--- config.mk ---
export PLATFORM = sky130hd
export DESIGN_NAME = telemetry_frame_deframer
export DESIGN_NICKNAME = d
export VERILOG_FILES = /design/src/design/tfd_pkg.sv /design/src/design/tfd_parser.sv /design/src/design/tfd_out_reg.sv /design/src/design/telemetry_frame_deframer.sv
export SDC_FILE = /design/constraint.sdc
export NUM_CORES = 1
export LEC_CHECK = 0
export BUFFER_PORTS_ARGS = -buffer_cell sky130_fd_sc_hd__buf_2
export CORE_MARGIN = 5
export CORE_UTILIZATION = 30
export DETAILED_ROUTE_END_ITERATION = 16
export PLACE_DENSITY = 0.54
export SLEW_MARGIN = 20
export SYNTH_ARGS = -nofsm -noshare
export SYNTH_HDL_FRONTEND = slang
export SYNTH_SLANG_ARGS = --single-unit
--- constraint.sdc ---
create_clock -name clock -period 13.9 [get_ports clock]
set_input_delay 1.39 -clock clock [delete_from_list [all_inputs] [get_ports clock]]
set_output_delay 1.39 -clock clock [all_outputs]
set_load 0.01 [all_outputs]
--- src/design/tfd_pkg.sv ---
// ----------------------------------------------------------------------------
// tfd_pkg
// Shared types and constants for the telemetry frame deframer.
// ----------------------------------------------------------------------------
`default_nettype none

package tfd_pkg;

   localparam int NUM_WORDS = 8;

   localparam logic [7:0] START_BYTE = 8'hAB;
   localparam logic [7:0] STOP_HEAD  = 8'hAA;
   localparam logic [7:0] STOP_B1    = 8'h24;
   localparam logic [7:0] STOP_B2    = 8'hCE;
   localparam logic [7:0] STOP_B3    = 8'h0D;
   localparam logic [7:0] STOP_B4    = 8'h0A;

   localparam logic [5:0] STOP_LAST  = 6'd4;
   localparam logic [5:0] DATA_FIRST = 6'd1;
   localparam logic [5:0] DATA_LAST  = 6'd32;
   localparam logic [5:0] CSUM_POS   = 6'd33;
   localparam logic [5:0] FRAME_LAST = 6'd35;

   typedef enum logic [1:0] {
      PH_HUNT  = 2'd0,
      PH_STOP  = 2'd1,
      PH_FRAME = 2'd2
   } phase_type;

   typedef enum logic {
      KIND_FRAME = 1'b0,
      KIND_STOP  = 1'b1
   } kind_type;

   typedef struct packed {
      kind_type                       kind;
      logic [NUM_WORDS-1:0][31:0]     words;
      logic [7:0]                     csum;
      logic                           csum_ok;
   } result_type;

   function automatic logic stop_tail_match(input logic [5:0] idx, input logic [7:0] b);
      logic hit;
      case (idx)
         6'd1:    hit = (b == STOP_B1);
         6'd2:    hit = (b == STOP_B2);
         6'd3:    hit = (b == STOP_B3);
         6'd4:    hit = (b == STOP_B4);
         default: hit = 1'b0;
      endcase
      return hit;
   endfunction

endpackage

`default_nettype wire

--- src/design/tfd_parser.sv ---
// ----------------------------------------------------------------------------
// tfd_parser
// Byte-level hunt, stop-command match and frame assembly state.
// ----------------------------------------------------------------------------
`default_nettype none

module tfd_parser (
   input  wire logic                 clock,
   input  wire logic                 reset,
   input  wire logic                 byte_fire,
   input  wire logic [7:0]           byte_in,
   output logic                      emit,
   output tfd_pkg::result_type       result
);

   tfd_pkg::phase_type                       phase_ff, phase_in;
   logic [5:0]                               count_ff, count_in;
   logic [7:0]                               sum_ff, sum_in;
   logic [7:0]                               csum_ff, csum_in;
   logic [tfd_pkg::NUM_WORDS-1:0][31:0]      words_ff, words_in;

   logic       do_hunt;
   logic [5:0] idx_m1;
   logic [2:0] widx;
   logic [7:0] calc;

   assign idx_m1 = count_ff - 6'd1;
   assign widx   = idx_m1[4:2];
   assign calc   = 8'd0 - sum_ff;

   always_comb begin
      phase_in       = phase_ff;
      count_in       = count_ff;
      sum_in         = sum_ff;
      csum_in        = csum_ff;
      words_in       = words_ff;
      do_hunt        = 1'b0;
      emit           = 1'b0;
      result         = '0;
      result.kind    = tfd_pkg::KIND_FRAME;
      case (phase_ff)
         tfd_pkg::PH_STOP: begin
            if (tfd_pkg::stop_tail_match(count_ff, byte_in)) begin
               if (count_ff == tfd_pkg::STOP_LAST) begin
                  phase_in    = tfd_pkg::PH_HUNT;
                  count_in    = 6'd0;
                  emit        = 1'b1;
                  result.kind = tfd_pkg::KIND_STOP;
               end else begin
                  count_in = count_ff + 6'd1;
               end
            end else begin
               do_hunt = 1'b1;
            end
         end
         tfd_pkg::PH_FRAME: begin
            if (count_ff >= tfd_pkg::DATA_FIRST && count_ff <= tfd_pkg::DATA_LAST) begin
               words_in[widx] = {words_ff[widx][23:0], byte_in};
               sum_in         = sum_ff + byte_in;
            end else if (count_ff == tfd_pkg::CSUM_POS) begin
               csum_in = byte_in;
            end
            if (count_ff >= tfd_pkg::FRAME_LAST) begin
               phase_in       = tfd_pkg::PH_HUNT;
               count_in       = 6'd0;
               emit           = 1'b1;
               result.words   = words_ff;
               result.csum    = csum_ff;
               result.csum_ok = (calc == csum_ff);
            end else begin
               count_in = count_ff + 6'd1;
            end
         end
         default: begin
            do_hunt = 1'b1;
         end
      endcase
      if (do_hunt) begin
         if (byte_in == tfd_pkg::START_BYTE) begin
            phase_in = tfd_pkg::PH_FRAME;
            count_in = 6'd1;
            sum_in   = byte_in;
         end else if (byte_in == tfd_pkg::STOP_HEAD) begin
            phase_in = tfd_pkg::PH_STOP;
            count_in = 6'd1;
         end else begin
            phase_in = tfd_pkg::PH_HUNT;
            count_in = 6'd0;
         end
      end
   end

   always_ff @(posedge clock) begin
      if (reset) begin
         phase_ff <= tfd_pkg::PH_HUNT;
         count_ff <= 6'd0;
         sum_ff   <= 8'd0;
         csum_ff  <= 8'd0;
      end else if (byte_fire) begin
         phase_ff <= phase_in;
         count_ff <= count_in;
         sum_ff   <= sum_in;
         csum_ff  <= csum_in;
      end
   end

   always_ff @(posedge clock) begin
      if (byte_fire) begin
         words_ff <= words_in;
      end
   end

   a_stop_count : assert property (@(posedge clock) disable iff (reset)
      phase_ff == tfd_pkg::PH_STOP |-> count_ff >= 6'd1 && count_ff <= tfd_pkg::STOP_LAST)
      else $error("stop match index out of range");

   a_frame_count : assert property (@(posedge clock) disable iff (reset)
      phase_ff == tfd_pkg::PH_FRAME |-> count_ff >= 6'd1 && count_ff <= tfd_pkg::FRAME_LAST)
      else $error("frame byte index out of range");

   a_hunt_count : assert property (@(posedge clock) disable iff (reset)
      phase_ff == tfd_pkg::PH_HUNT |-> count_ff == 6'd0)
      else $error("hunt phase with nonzero index");

   a_emit_hunt : assert property (@(posedge clock) disable iff (reset)
      byte_fire && emit |=> phase_ff == tfd_pkg::PH_HUNT)
      else $error("phase not back to hunt after a result");

endmodule

`default_nettype wire

--- src/design/tfd_out_reg.sv ---
// ----------------------------------------------------------------------------
// tfd_out_reg
// Result register with valid/ready handshake toward the receiver.
// ----------------------------------------------------------------------------
`default_nettype none

module tfd_out_reg (
   input  wire logic                 clock,
   input  wire logic                 reset,
   input  wire logic                 load,
   input  wire tfd_pkg::result_type  result_in,
   output logic                      space,
   output logic                      out_valid,
   input  wire logic                 out_ready,
   output tfd_pkg::result_type       out_data
);

   logic                 valid_ff;
   tfd_pkg::result_type  data_ff;

   assign space     = !valid_ff || out_ready;
   assign out_valid = valid_ff;
   assign out_data  = data_ff;

   always_ff @(posedge clock) begin
      if (reset) begin
         valid_ff <= 1'b0;
      end else if (load) begin
         valid_ff <= 1'b1;
      end else if (out_ready) begin
         valid_ff <= 1'b0;
      end
   end

   always_ff @(posedge clock) begin
      if (load) begin
         data_ff <= result_in;
      end
   end

endmodule

`default_nettype wire

--- src/design/telemetry_frame_deframer.sv ---
// ----------------------------------------------------------------------------
// telemetry_frame_deframer
// Serial byte deframer for telemetry frames and the stop command.
//
// req_* carries one received byte per word. Bytes are dropped until a start
// byte 0xAB opens a 36-byte telemetry frame or 0xAA opens the stop command
// AA 24 CE 0D 0A. A completed frame yields one rsp word with the eight raw
// float words, the received checksum and a checksum match flag (tuser 0);
// a completed stop command yields one rsp word of all-zero data (tuser 1).
// A byte that breaks a stop command is rescanned as a hunt byte.
// Throughput is one byte per cycle; the byte state updates in the accept
// cycle and the result appears in the output register in the cycle after
// the final byte is accepted. req_tready drops only while a result is held
// and rsp_tready is low; bytes are then held off until the result is taken.
// Reset returns to hunting and empties the output register.
// ----------------------------------------------------------------------------
`default_nettype none

module telemetry_frame_deframer (
   input  wire logic          clock,
   input  wire logic          reset,
   input  wire logic          req_tvalid,
   output logic               req_tready,
   input  wire logic [7:0]    req_tdata,   // byte_in[7:0]
   output logic               rsp_tvalid,
   input  wire logic          rsp_tready,
   output logic [271:0]       rsp_tdata,   // altitude_bits, pressure_bits, accel_x_bits,
                                           // accel_y_bits, accel_z_bits, angle_x_bits,
                                           // angle_y_bits, angle_z_bits, received_checksum,
                                           // checksum_ok, zero fill
   output logic               rsp_tuser    // frame_kind
);

   logic                 byte_fire;
   logic                 emit;
   logic                 space;
   tfd_pkg::result_type  result;
   tfd_pkg::result_type  out_data;

   assign req_tready = space;
   assign byte_fire  = req_tvalid && space;

   tfd_parser u_parser (
      .clock     (clock),
      .reset     (reset),
      .byte_fire (byte_fire),
      .byte_in   (req_tdata),
      .emit      (emit),
      .result    (result)
   );

   tfd_out_reg u_out (
      .clock     (clock),
      .reset     (reset),
      .load      (byte_fire && emit),
      .result_in (result),
      .space     (space),
      .out_valid (rsp_tvalid),
      .out_ready (rsp_tready),
      .out_data  (out_data)
   );

   assign rsp_tdata = {7'd0, out_data.csum_ok, out_data.csum, out_data.words};
   assign rsp_tuser = out_data.kind;

endmodule

`default_nettype wire
== Word-level counts from Yosys, hierarchy flattened ==
Index checks and enable logic that the tools add are counted.
Operators by class
  add/sub/neg operators: 4
  multipliers: 0
  div/mod/pow operators: 0
  $lt $le $gt $ge: 5
  equality and inequality tests: 17
  shift operators: 0
  mux-type cells: 33
  bitwise operators: 1
  reductions and logical operators: 13
Operators with widths (number)
  $bwmux 256: 1
  $bmux 32 s3: 1
  $demux 32 s3: 1
  $mux 32: 1
  $mux 8: 4
  $mux 6: 5
  $eq 8x8->1 const B: 3
  $mux 24: 1
  $eq 8x4->1 const B: 2
  $eq 6x2->1 const B: 2
  $pmux 6 s2: 1
  $mux 2: 5
  $mux 1: 9
  $ne 3x1->1 const B: 3
  $add 8x8->8: 1
  $eq 8x6->1 const B: 1
  $eq 8x8->1: 1
  $sub 1x8->8 const A: 1
  $add 6x1->6 const B: 1
  $eq 6x1->1 const B: 1
  $eq 6x3->1 const B: 1
  $eq 6x6->1 const B: 1
  $ge 6x1->1 const B: 1
  $ge 6x6->1 const B: 1
  other kinds (19): 24
Storage, ports and cells
  register bits: 547
  bits in latches: 0
  RAM bits: 0
  ROM bits: 0
  bits of input ports: 12
  output and inout port bits: 275
  word-level logic and storage cells: 97
  memories kept: 0

== Depth between registers and ports, before layout ==
Gate-level depths: netlist (run 1).
  word-level depth: 7
  depth in mapped cells: 10
  depth with buffers taken out: 10

== Cells and area by module ==
A second synthesis (run 1) with hierarchy kept.
Unflattened totals
  cell total of the unflattened synthesis: 1374
  area total of the unflattened synthesis: 21257.9 um^2
Modules (own cells, without submodules)
  tfd_parser: times used 1, cells each 1094, area each 13155.1 um^2, seq. area each 8167.8 um^2
  tfd_out_reg: times used 1, cells each 270, area each 8034.0 um^2, seq. area each 8007.7 um^2
  telemetry_frame_deframer: times used 1, cells each 10, area each 68.8 um^2, seq. area each 0.0 um^2

== Worst setup path after synthesis (run 1) ==
OpenSTA, ideal clock, no wires.
  path kind: input -> register
  start: input port req_tdata[7]
  end: register u_out.data_ff (netlist bit u_out.out_data[0]), enable pin
  arrival: 7399 ps
  data required time: 13284 ps
  path slack: 5885 ps
  stages: 6
  cells stage by stage: o22ai_1 a221o_1 nor3_1 and4b_1 o21ai_0 inv_1
Between the ends
  longest elaborated chain between the ends: 6
RTL lines
  start: declaration: line telemetry_frame_deframer.sv:24  | input wire logic [7:0] req_tdata,
  $eq 8x4->1, or another cell as far along: line tfd_pkg.sv:48  | 6'd4: hit = (b == STOP_B4);
  $pmux 1 s4 (*): line tfd_pkg.sv:44  | case (idx)
  $mux 1 (*): line tfd_parser.sv:41  | case (phase_ff)
  $mux 1 (*): line tfd_parser.sv:43  | if (tfd_pkg::stop_tail_match(count_ff, byte_in)) begin
  $pmux 1 s2 (*): line tfd_parser.sv:41
  $logic_and 1x1->1 (*): line telemetry_frame_deframer.sv:55  | .load (byte_fire && emit),
  via u_out.load: line tfd_out_reg.sv:10  | input wire logic load,
  end signal: assignment: line tfd_out_reg.sv:37  | data_ff <= result_in;
  end: declaration: line tfd_out_reg.sv:19  | tfd_pkg::result_type data_ff;
The timed path passes the listed nets; every way through them passes the cells marked *. The select of a mux whose other input is x is not followed.
A chain may end at the register's enable or synchronous reset.

== Worst setup path after layout (run 1) ==
  start: input port req_tdata[2]
  end: register u_out.data_ff (netlist bit u_out.out_data[173]), enable pin
The elaborated chain is that of the path after synthesis.

==> flow_summary_export.csv, run 1 <==
group,metric,value,unit
yosys,postSynthAreaPerCell,16.54,sq um
grt,grt_use_total,0.1459,
setup_path,timing.rr.start,"u_parser.count_ff[2]$_SDFFE_PP0P_",
timing,hold_violations,0,
clocking,cts_resized,0,
pwr,vdd_drop_max,0.1008,mV
final_layout,nets,1597,
clocking,cts.clk_slew.worst_paths,0.06,ns
setup_path,path_cells,"buf_2 > o21ai_0 > o21ai_0 > a32oi_1 > nor3_1 > and4b_1 > o21ai_0 > inv_8 > buf_4",
final_layout,drive_above_1_share,0.2460,
clocking,cts.htree.levels,2,
pwr,power,3414,uW
drt,num_vias,11723,
grt,grt_max_degree,145,
die,core_area,0.06979,sq mm
drt,drtIter0Drc,754,
clocking,post-cts-setup-buffers,0,
setup_path,crit_type,"input port to flip-flop",
yosys,synth-seq-cells,547,
grt,grt-ovfl-total,0,
yosys,synth.area.top_cells,"edfxtp_1 74%, and2_1 7.9%, mux2i_1 4.9%, dfxtp_1 2.4%, o22a_1 1.0%",
hold_path,hold_path_end,"u_parser.phase_ff[0]$_SDFFE_PP0P_",
final_layout,final_area,0.02551,sq mm
timing,setup_viol,0,
grt,grt_pass1_wl,81700,um
drt,via_per_inst,4.583,
yosys,synthTopCellsByCount,"522 x edfxtp_1, 266 x and2_1, 103 x mux2i_1",
die,die_w,274.9,um
die,die_area,0.07557,sq mm
setup_path,critPathArrivalTime,4.74,ns
clocking,cts-root-buf,"clkbuf_16",
yosys,yosys_warnings,0,
clocking,cts_buffers,58,
setup_path,r2r_end,"u_out.out_data[173]$_SDFFCE_PN0P_",
timing,clock.fmax,221.1,MHz
yosys,ys_seq_area_frac,0.7684,
clocking,hold_buffers,0,
pwr,p_int,2722,uW
yosys,ys_async_sr_fraction,0,
yosys,yosysTopAreaCellShare,0.7446,
clocking,cts_tree,"done",
die,start_util,0.3017,
die,die_y,274.9,um
pwr,pwr-share-seq,0.527,
setup_path,slowest_delay,0.87,ns
setup_path,critical_path.max_fanout,119,
setup_path,cp_slowest_cell,"buf_4",
placed_design,dpl_cell_area,0.02361,sq mm
final_layout,syn2layout_area_growth,21.17,%
drt,drc,0,
drt,routedWlPerCell,22.16,um
pwr,p_per_area,133.8,mW/mm^2
placed_design,io_buffers,279,
setup_path,rr_worst_depth,6,
timing,maxSlewHeadroom,0.2331,
placed_design,hpwl,36520,um
drt,first_pass_iters,5,
clocking,cts.sinks,547,
grt,grt_pass1_vias,11998,
final_layout,fillers,6584,
drt,ant_nets,0,
setup_path,required,14.12,ns
pwr,power_frac_clock,0.451,
yosys,synth_edf_count,522,
yosys,synth_ff_type,"edfxtp_1",
timing,drv_slew,0,
hold_path,holdPathStages,2,
yosys,synth_cells,1273,
setup_path,start_kind,"input port",
setup_path,end_kind,"flip-flop",
hold_path,worstHoldStart,"u_parser.phase_ff[0]$_SDFFE_PP0P_",
yosys,synth_cell_types,55,
pwr,switchingPower,691.5,uW
pwr,swShare,0.2026,
hold_path,hold_class,"flip-flop to flip-flop",
timing,setup_tns,0,ns
clocking,cts_buffer_depth,3,
setup_path,cpMostUsedCell,"o21ai_0",
pwr,combinationalPowerShare,0.023,
yosys,yosysTopAreaCell,"edfxtp_1",
setup_path,regToRegSetupSlack,9.40,ns
clocking,clk_latency,0.60,ns
grt,antenna_found_initial,2,
pwr,power_leakage,0.01001,uW
final_layout,antenna_cells,0,
status,outcome,"complete, no violations",
yosys,synth_area,0.02105,sq mm
timing,period_share,0.3253,
timing,hold_ws,0.5108,ns
timing,rsz0062_at_grt,"no",
die,ios,287,
timing,worst_pin_slew,1.150,ns
run,drv_cap,0,
timing,layout_min_cycle_time,4.522,ns
placed_design,finalWeightedCongestion,0.8423,
drt,drt_wl_total,56680,um
timing,finClkSkew,0.01715,ns
yosys,synth_most_common_cell,"edfxtp_1",
die,num_rows,97,
-- kinds of logic after synthesis --
kind of cell	after synthesis	share of synthesized area
flops	547	0.7684
simple gates	401	0.1122
compound gates	106	0.03703
mux	103	0.04897
buf+inv	83	0.01670
fa+ha+maj	16	0.009866
xor+xnor	16	0.006657
other cells	1	0.0001781
-- stage by stage --
stage	instances	util	worst slack (ns)
6_report	2558	0.3655	9.378
5_1_grt	2558	0.3655	9.111
4_1_cts	2558	0.3654	9.420
3_5_place_dp	2449	0.3384	8.741
3_3_place_gp	2449	0.3384	8.809
2_1_floorplan	1279	-	5.885
-- worst max-delay path by stage --
stage / from / endpoint / depth (start not counted)
6_report: req_tdata[2] / u_out.out_data[173]$_SDFFCE_PN0P_ / 9
5_1_grt: u_parser.count_ff[2]$_SDFFE_PP0P_ / u_out.out_data[139]$_SDFFCE_PN0P_ / 6
4_1_cts: req_tdata[7] / u_out.out_data[139]$_SDFFCE_PN0P_ / 8
3_5_place_dp: req_tdata[2] / u_out.out_data[13]$_SDFFCE_PN0P_ / 9
3_3_place_gp: req_tdata[2] / u_out.out_data[12]$_SDFFCE_PN0P_ / 9
2_1_floorplan: req_tdata[7] / u_out.out_data[0]$_SDFFCE_PN0P_ / 6
-- sequential cells by signal, indices dropped and copies added (netlist names) --
name / count
u_out.out_data: 266
u_parser.csum_ff: 8
u_parser.sum_ff: 8
u_parser.phase_ff: 2
u_parser.words_ff: 256
u_out.out_valid: 1
u_parser.count_ff: 6
-- critical path: cells and delay by family --
family                 cells  cell delay (ns)
buffers and inverters      3             1.87
and+or+nand+nor            2             0.42
AOI/OAI and AO/OA          4             0.81
-- layout make-up --
| type | count | area [sq um] | area share |
|---|---|---|---|
| flip-flops and latches | 547 | 16180 | 0.6342 |
| multi-input cells | 649 | 4667 | 0.1830 |
| repair buffers | 297 | 1535 | 0.06019 |
| clock buffers | 69 | 1514 | 0.05935 |
| well taps | 940 | 1176 | 0.04611 |
| clock inverters | 40 | 371.6 | 0.01457 |
| inverters | 16 | 67.56 | 0.002649 |
-- power groups by stage --
| stage | clock (uW) | combinational (uW) | sequential (uW) |
|---|---|---|---|
| 6_report | 1540 | 76.9 | 1800 |
| 3_5_place_dp | 0 | 78.0 | 1830 |
| 4_1_cts | 1580 | 78.4 | 1800 |
| 3_3_place_gp | 0 | 76.0 | 1830 |
| 5_1_grt | 1650 | 82.6 | 1800 |
| 2_1_floorplan | 0 | 44.6 | 1830 |
-- routing by layer --
layer / track usage / routed length [um]
met1: 0.1938 / 24390
met2: 0.2444 / 27320
met3: 0.03253 / 3656
met4: 0.03672 / 1318
met5: 0 / 0
-- placed cells by master, fill, tap and decap left out, types with 19 or more instances in the layout --
cell type,n
clkbuf_16,59
buf_2,279
o221ai_1,24
nand2_1,27
a21oi_1,19
mux2i_1,102
edfxtp_1,522
and2_1,266
nor2_1,32
dfxtp_1,25
o22a_1,24
Note: power is estimated with default switching activity, not from simulation.
==> inputs of run 2 (changes only) <==
==> constraint.sdc (replaced) <==
create_clock -name clock -period 4.3 [get_ports clock]
set_input_delay 0.43 -clock clock [delete_from_list [all_inputs] [get_ports clock]]
set_output_delay 0.43 -clock clock [all_outputs]
set_load 0.01 [all_outputs]
==> run 2 against run 1 <==
Net effect:
- clock power grew to 3.1 times the previous value
- hold slack worse by 0.28 ns
- setup slack worse by 8.3 ns
- die area did not move
- final cell count about the same
- utilization is 0.086 points higher
- critical path type is now flip-flop to flip-flop
- critical endpoint is now u_parser.words_ff[125]$_DFFE_PP_
- largest power group unchanged
==> flow_summary_export.csv, run 2 (same netlist as run 1, synthesis figures left out) <==
group,metric,value,unit
drt,drtIter0Drc,830,
clocking,cts_buffer_depth,3,
grt,grt_use_total,0.1469,
pwr,p_int,8591,uW
clocking,hold_buffers,0,
drt,drt_wl_total,57270,um
pwr,power_frac_clock,0.439,
run,drv_cap,0,
setup_path,end_kind,"flip-flop",
die,die_w,274.9,um
placed_design,hpwl,39020,um
drt,num_vias,11751,
final_layout,fillers,6619,
placed_design,finalWeightedCongestion,0.8120,
drt,first_pass_iters,5,
final_layout,layout_common_cells,"522 x edfxtp_1, 279 x buf_2, 266 x and2_1",
drt,via_per_inst,4.597,
setup_path,r2r_end,"u_parser.words_ff[125]$_DFFE_PP_",
clocking,cts.sinks,547,
timing,drv_slew,0,
die,start_util,0.3017,
clocking,cts.htree.levels,2,
setup_path,critical_path.max_fanout,26,
pwr,power,10790,uW
die,ios,287,
timing,worst_pin_slew,1.023,ns
timing,hold_ws,0.2269,ns
clocking,cts.clk_slew.worst_paths,0.06,ns
clocking,cts_buffers,56,
setup_path,rr_worst_depth,6,
timing,layout_min_cycle_time,3.250,ns
grt,grt-ovfl-total,0,
timing,hold_violations,0,
pwr,pwr-share-seq,0.538,
grt,grt_max_degree,203,
grt,grt_pass1_vias,11920,
hold_path,hold_class,"input port to flip-flop",
setup_path,required,4.45,ns
pwr,power_leakage,0.01001,uW
die,num_rows,97,
final_layout,syn2layout_area_growth,21.45,%
setup_path,critPathArrivalTime,3.40,ns
pwr,combinationalPowerShare,0.022,
setup_path,crit_type,"flip-flop to flip-flop",
final_layout,final_area,0.02557,sq mm
pwr,switchingPower,2204,uW
placed_design,dpl_cell_area,0.02375,sq mm
setup_path,crit_path_end,"u_parser.words_ff[125]$_DFFE_PP_",
timing,finClkSkew,0.01945,ns
setup_path,timing.rr.start,"u_parser.count_ff[2]$_SDFFE_PP0P_",
timing,rsz0062_at_grt,"no",
timing,setup_viol,0,
grt,grt_pass1_wl,82200,um
timing,maxSlewHeadroom,0.3163,
setup_path,startpoint,"u_parser.count_ff[2]$_SDFFE_PP0P_",
final_layout,nets,1599,
die,core_area,0.06979,sq mm
timing,period_share,0.7559,
status,outcome,"complete, no violations",
pwr,p_per_area,422.2,mW/mm^2
die,die_area,0.07557,sq mm
clocking,post-cts-setup-buffers,0,
setup_path,regToRegSetupSlack,1.05,ns
drt,drc,0,
clocking,cts-root-buf,"clkbuf_16",
pwr,vdd_drop_max,0.2732,mV
clocking,cts_resized,0,
pwr,swShare,0.2041,
clocking,clk_latency,0.61,ns
drt,ant_nets,0,
placed_design,io_buffers,279,
final_layout,drive_above_1_share,0.2551,
setup_path,start_kind,"flip-flop",
timing,clock.fmax,307.7,MHz
grt,antenna_found_initial,9,
final_layout,final_common_cell,"edfxtp_1",
clocking,cts_tree,"done",
final_layout,largest_register_ff_count,266,
drt,routedWlPerCell,22.41,um
die,die_y,274.9,um
[run 2: cell types whose count changed in the layout (fill, tap and decap cells not counted), moves of 4 or more]
cell	delta
clkinv_1	-10
o21ai_0	-4
buf_12	+6
clkinv_2	+6
[run 2: cell type report]
| class | instances | area (sq um) | area share |
|---|---|---|---|
| sequential | 547 | 16180 | 0.6330 |
| timing repair buffer | 301 | 1657 | 0.06479 |
| tap | 940 | 1176 | 0.04600 |
| inverter | 16 | 66.31 | 0.002594 |
| multi-input combinational | 649 | 4693 | 0.1836 |
| antenna | 1 | 2.502 | 0.00009788 |
| clock inverter | 35 | 336.6 | 0.01316 |
| clock buffer | 67 | 1453 | 0.05682 |
[run 2: critical path: stages (launching register included)]
cell and delay [ns]:
dfxtp_1 0.79, nand3b_1 0.19, o21ai_0 0.09, o21ai_0 0.10
a21oi_1 0.13, a21oi_4 0.81, o221ai_1 0.66
[run 2: per-layer routing]
| layer | up-vias | global-route usage | share of wire |
|---|---|---|---|
| met5 | - | 0 | 0.0016 |
| met4 | 14 | 0.02761 | 0.015 |
| met3 | 76 | 0.03462 | 0.064 |
| met2 | 378 | 0.2436 | 0.48 |
| met1 | 5941 | 0.2000 | 0.44 |
| li1 | 5342 | - | - |
[run 2: worst min-delay path by stage]
stage / start / to / slack (ns) / cells past startpoint
global route: req_tdata[0] / u_parser.words_ff[224]$_DFFE_PP_ / 0.20 / 1
global placement: u_parser.phase_ff[1]$_SDFFE_PP0P_ / u_parser.phase_ff[1]$_SDFFE_PP0P_ / 0.48 / 2
detailed placement: u_parser.words_ff[187]$_DFFE_PP_ / u_out.out_data[196]$_SDFFCE_PN0P_ / 0.50 / 1
floorplan: u_parser.phase_ff[1]$_SDFFE_PP0P_ / u_parser.phase_ff[1]$_SDFFE_PP0P_ / 0.47 / 2
finish: req_tdata[1] / u_parser.words_ff[225]$_DFFE_PP_ / 0.23 / 1
CTS: req_tdata[0] / u_parser.words_ff[64]$_DFFE_PP_ / 0.18 / 1
[run 2: stage by stage]
stage / instances / setup TNS, ns / utilization / setup slack, ns
after floorplan: 1279 / -391.79 / - / -1.473
after global placement: 2452 / 0 / 0.3403 / 0.9535
after detailed placement: 2452 / 0 / 0.3403 / 0.8084
after CTS: 2554 / 0 / 0.3659 / 0.7905
after global routing: 2555 / 0 / 0.3663 / 0.8187
final: 2556 / 0 / 0.3664 / 1.050
[run 2: power by group through the flow]
stage                     clock network [uW]  logic (uW)  registers [uW]
after floorplan                            0         145            5920
after detailed placement                   0         244            5920
after global routing                    5100         260            5810
after CTS                               4850         245            5810
after global placement                     0         240            5920
final                                   4740         241            5810
==> inputs of run 3 (changes only) <==
--- a/config.mk
+++ b/config.mk
@@ -9,7 +9,7 @@
 export CORE_MARGIN = 5
 export CORE_UTILIZATION = 30
 export DETAILED_ROUTE_END_ITERATION = 16
-export PLACE_DENSITY = 0.54
+export PLACE_DENSITY = 0.56
 export SLEW_MARGIN = 20
 export SYNTH_ARGS = -nofsm -noshare
 export SYNTH_HDL_FRONTEND = slang
==> constraint.sdc (replaced) <==
create_clock -name clock -period 2.88 [get_ports clock]
set_input_delay 0.288 -clock clock [delete_from_list [all_inputs] [get_ports clock]]
set_output_delay 0.288 -clock clock [all_outputs]
set_load 0.01 [all_outputs]
==> run 3 against run 2 <==
Net effect:
- maximum frequency up 20%
- final cell count increased by 1.8%
- die area stayed put
- register-to-register slack got worse by 0.88 ns
- power increased by 53%
- non-clock buffer count rose by 40
- clock skew grew 0.014 ns
- sequential share of layout area shrank 1.5 points
- combinational power is 64% higher
- highest routed layer unchanged
- sequential cell count unchanged
==> flow_summary_export.csv, run 3 (same netlist as run 1, synthesis figures left out) <==
group,metric,value,unit
grt,antenna_found_initial,9,
final_layout,multi_input_area,0.004711,sq mm
timing,finClkSkew,0.03309,ns
timing,maxSlewHeadroom,0.3841,
die,die_y,274.9,um
final_layout,fillers,6549,
grt,grt_use_total,0.1486,
status,outcome,"complete, no violations",
clocking,cts_buffers,56,
clocking,cts-root-buf,"clkbuf_16",
grt,grt_max_degree,266,
drt,ant_nets,0,
die,die_area,0.07557,sq mm
run,drv_cap,0,
timing,clock.fmax,369.2,MHz
clocking,cts_buffer_depth,3,
setup_path,critPathArrivalTime,2.91,ns
timing,rsz0062_at_grt,"yes",
timing,drv_slew,0,
drt,num_vias,11931,
final_layout,final_area,0.02617,sq mm
final_layout,final_common_cell,"edfxtp_1",
placed_design,hpwl,39800,um
final_layout,syn2layout_area_growth,24.33,%
die,num_rows,97,
drt,first_pass_iters,5,
clocking,cts_tree,"done",
die,start_util,0.3017,
clocking,cts.sinks,547,
clocking,cts.clk_slew.worst_paths,0.07,ns
placed_design,dpl_cell_area,0.02419,sq mm
final_layout,largest_register_ff_count,266,
drt,drc,0,
setup_path,start_kind,"flip-flop",
timing,layout_min_cycle_time,2.709,ns
die,core_area,0.06979,sq mm
timing,worst_pin_slew,0.9238,ns
pwr,vdd_drop_max,0.4284,mV
die,ios,287,
timing,period_share,0.9405,
grt,grt-ovfl-total,0,
grt,grt_pass1_vias,12387,
clocking,cts.htree.levels,2,
timing,hold_violations,0,
final_layout,drive_above_1_share,0.2761,
die,die_w,274.9,um
setup_path,end_kind,"flip-flop",
clocking,clk_latency,0.61,ns
final_layout,area.sequential,0.01618,sq mm
drt,drtIter0Drc,810,
pwr,power_leakage,0.01032,uW
drt,via_per_inst,4.585,
hold_path,hold_class,"input port to flip-flop",
setup_path,required,3.08,ns
grt,grt_pass1_wl,83340,um
timing,setup_tns,0,ns
final_layout,nets,1639,
placed_design,io_buffers,279,
placed_design,finalWeightedCongestion,0.8762,
pwr,p_per_area,632.6,mW/mm^2
setup_path,critical_path.max_fanout,28,
timing,setup_viol,0,
final_layout,layout_common_cells,"522 x edfxtp_1, 279 x buf_2, 266 x and2_1",
drt,routedWlPerCell,22.37,um
drt,drt_wl_total,58200,um
setup_path,crit_type,"flip-flop to flip-flop",
run 3: what timing repair did:
item | 4_1_cts | 5_1_grt
hold buffers | 0 | 0
gates resized for setup | 0 | 2
endpoints found under the setup margin | 0 | 32
buffers inserted | 0 | 1
run 3: worst paths after layout:
path	slack [ns]	end	cells past startpoint	startpoint
max	0.17	u_parser.words_ff[207]$_DFFE_PP_	6	u_parser.count_ff[0]$_SDFFE_PP0P_
min reg2reg	0.52	u_out.out_data[40]$_SDFFCE_PN0P_	1	u_parser.words_ff[31]$_DFFE_PP_
min	0.11	u_parser.words_ff[100]$_DFFE_PP_	1	req_tdata[4]
max reg2reg	0.17	u_parser.words_ff[207]$_DFFE_PP_	6	u_parser.count_ff[0]$_SDFFE_PP0P_
run 3: area by class of cell:
type | count | share of cell area
flip-flops and latches | 547 | 0.6183
multi-input cells | 649 | 0.1800
repair buffers | 341 | 0.08041
clock buffers | 63 | 0.05617
well taps | 940 | 0.04494
clock inverters | 43 | 0.01740
inverters | 16 | 0.002534
diodes | 3 | 0.0002868
run 3: power by group:
| group | internal [uW] | switching, uW | total (uW) |
|---|---|---|---|
| sequential | 8670 | 2.57 | 8670 |
| combinational | 137 | 258 | 396 |
| clock | 4410 | 3080 | 7490 |
| total | 13200 | 3340 | 16600 |
run 3: metrics by stage:
stage	hold WS (ns)	worst slack, ns	instances	util	power (uW)
after floorplan	0.3869	-2.893	1279	-	9060
after global placement	0.4857	0.08546	2490	0.3464	9217
after detailed placement	0.5014	0.05921	2491	0.3466	9229
after CTS	0.06311	0.03100	2597	0.3742	16730
after global routing	0.07320	-0.03577	2600	0.3750	17100
final	0.1074	0.1713	2602	0.3751	16560
run 3: critical path, cell delays in order, from the launching register on:
cell      delay, ns
dfxtp_4        0.42
inv_4          0.07
ha_1           0.32
xnor2_4        0.29
buf_12         0.26
mux2i_1        0.43
o221ai_1       0.48
run 3: metal layers:
metal / global-route usage / part of all wire
met5: 0 / 0.0013
met4: 0.03249 / 0.021
met3: 0.03794 / 0.067
met2: 0.2552 / 0.49
met1: 0.1911 / 0.42
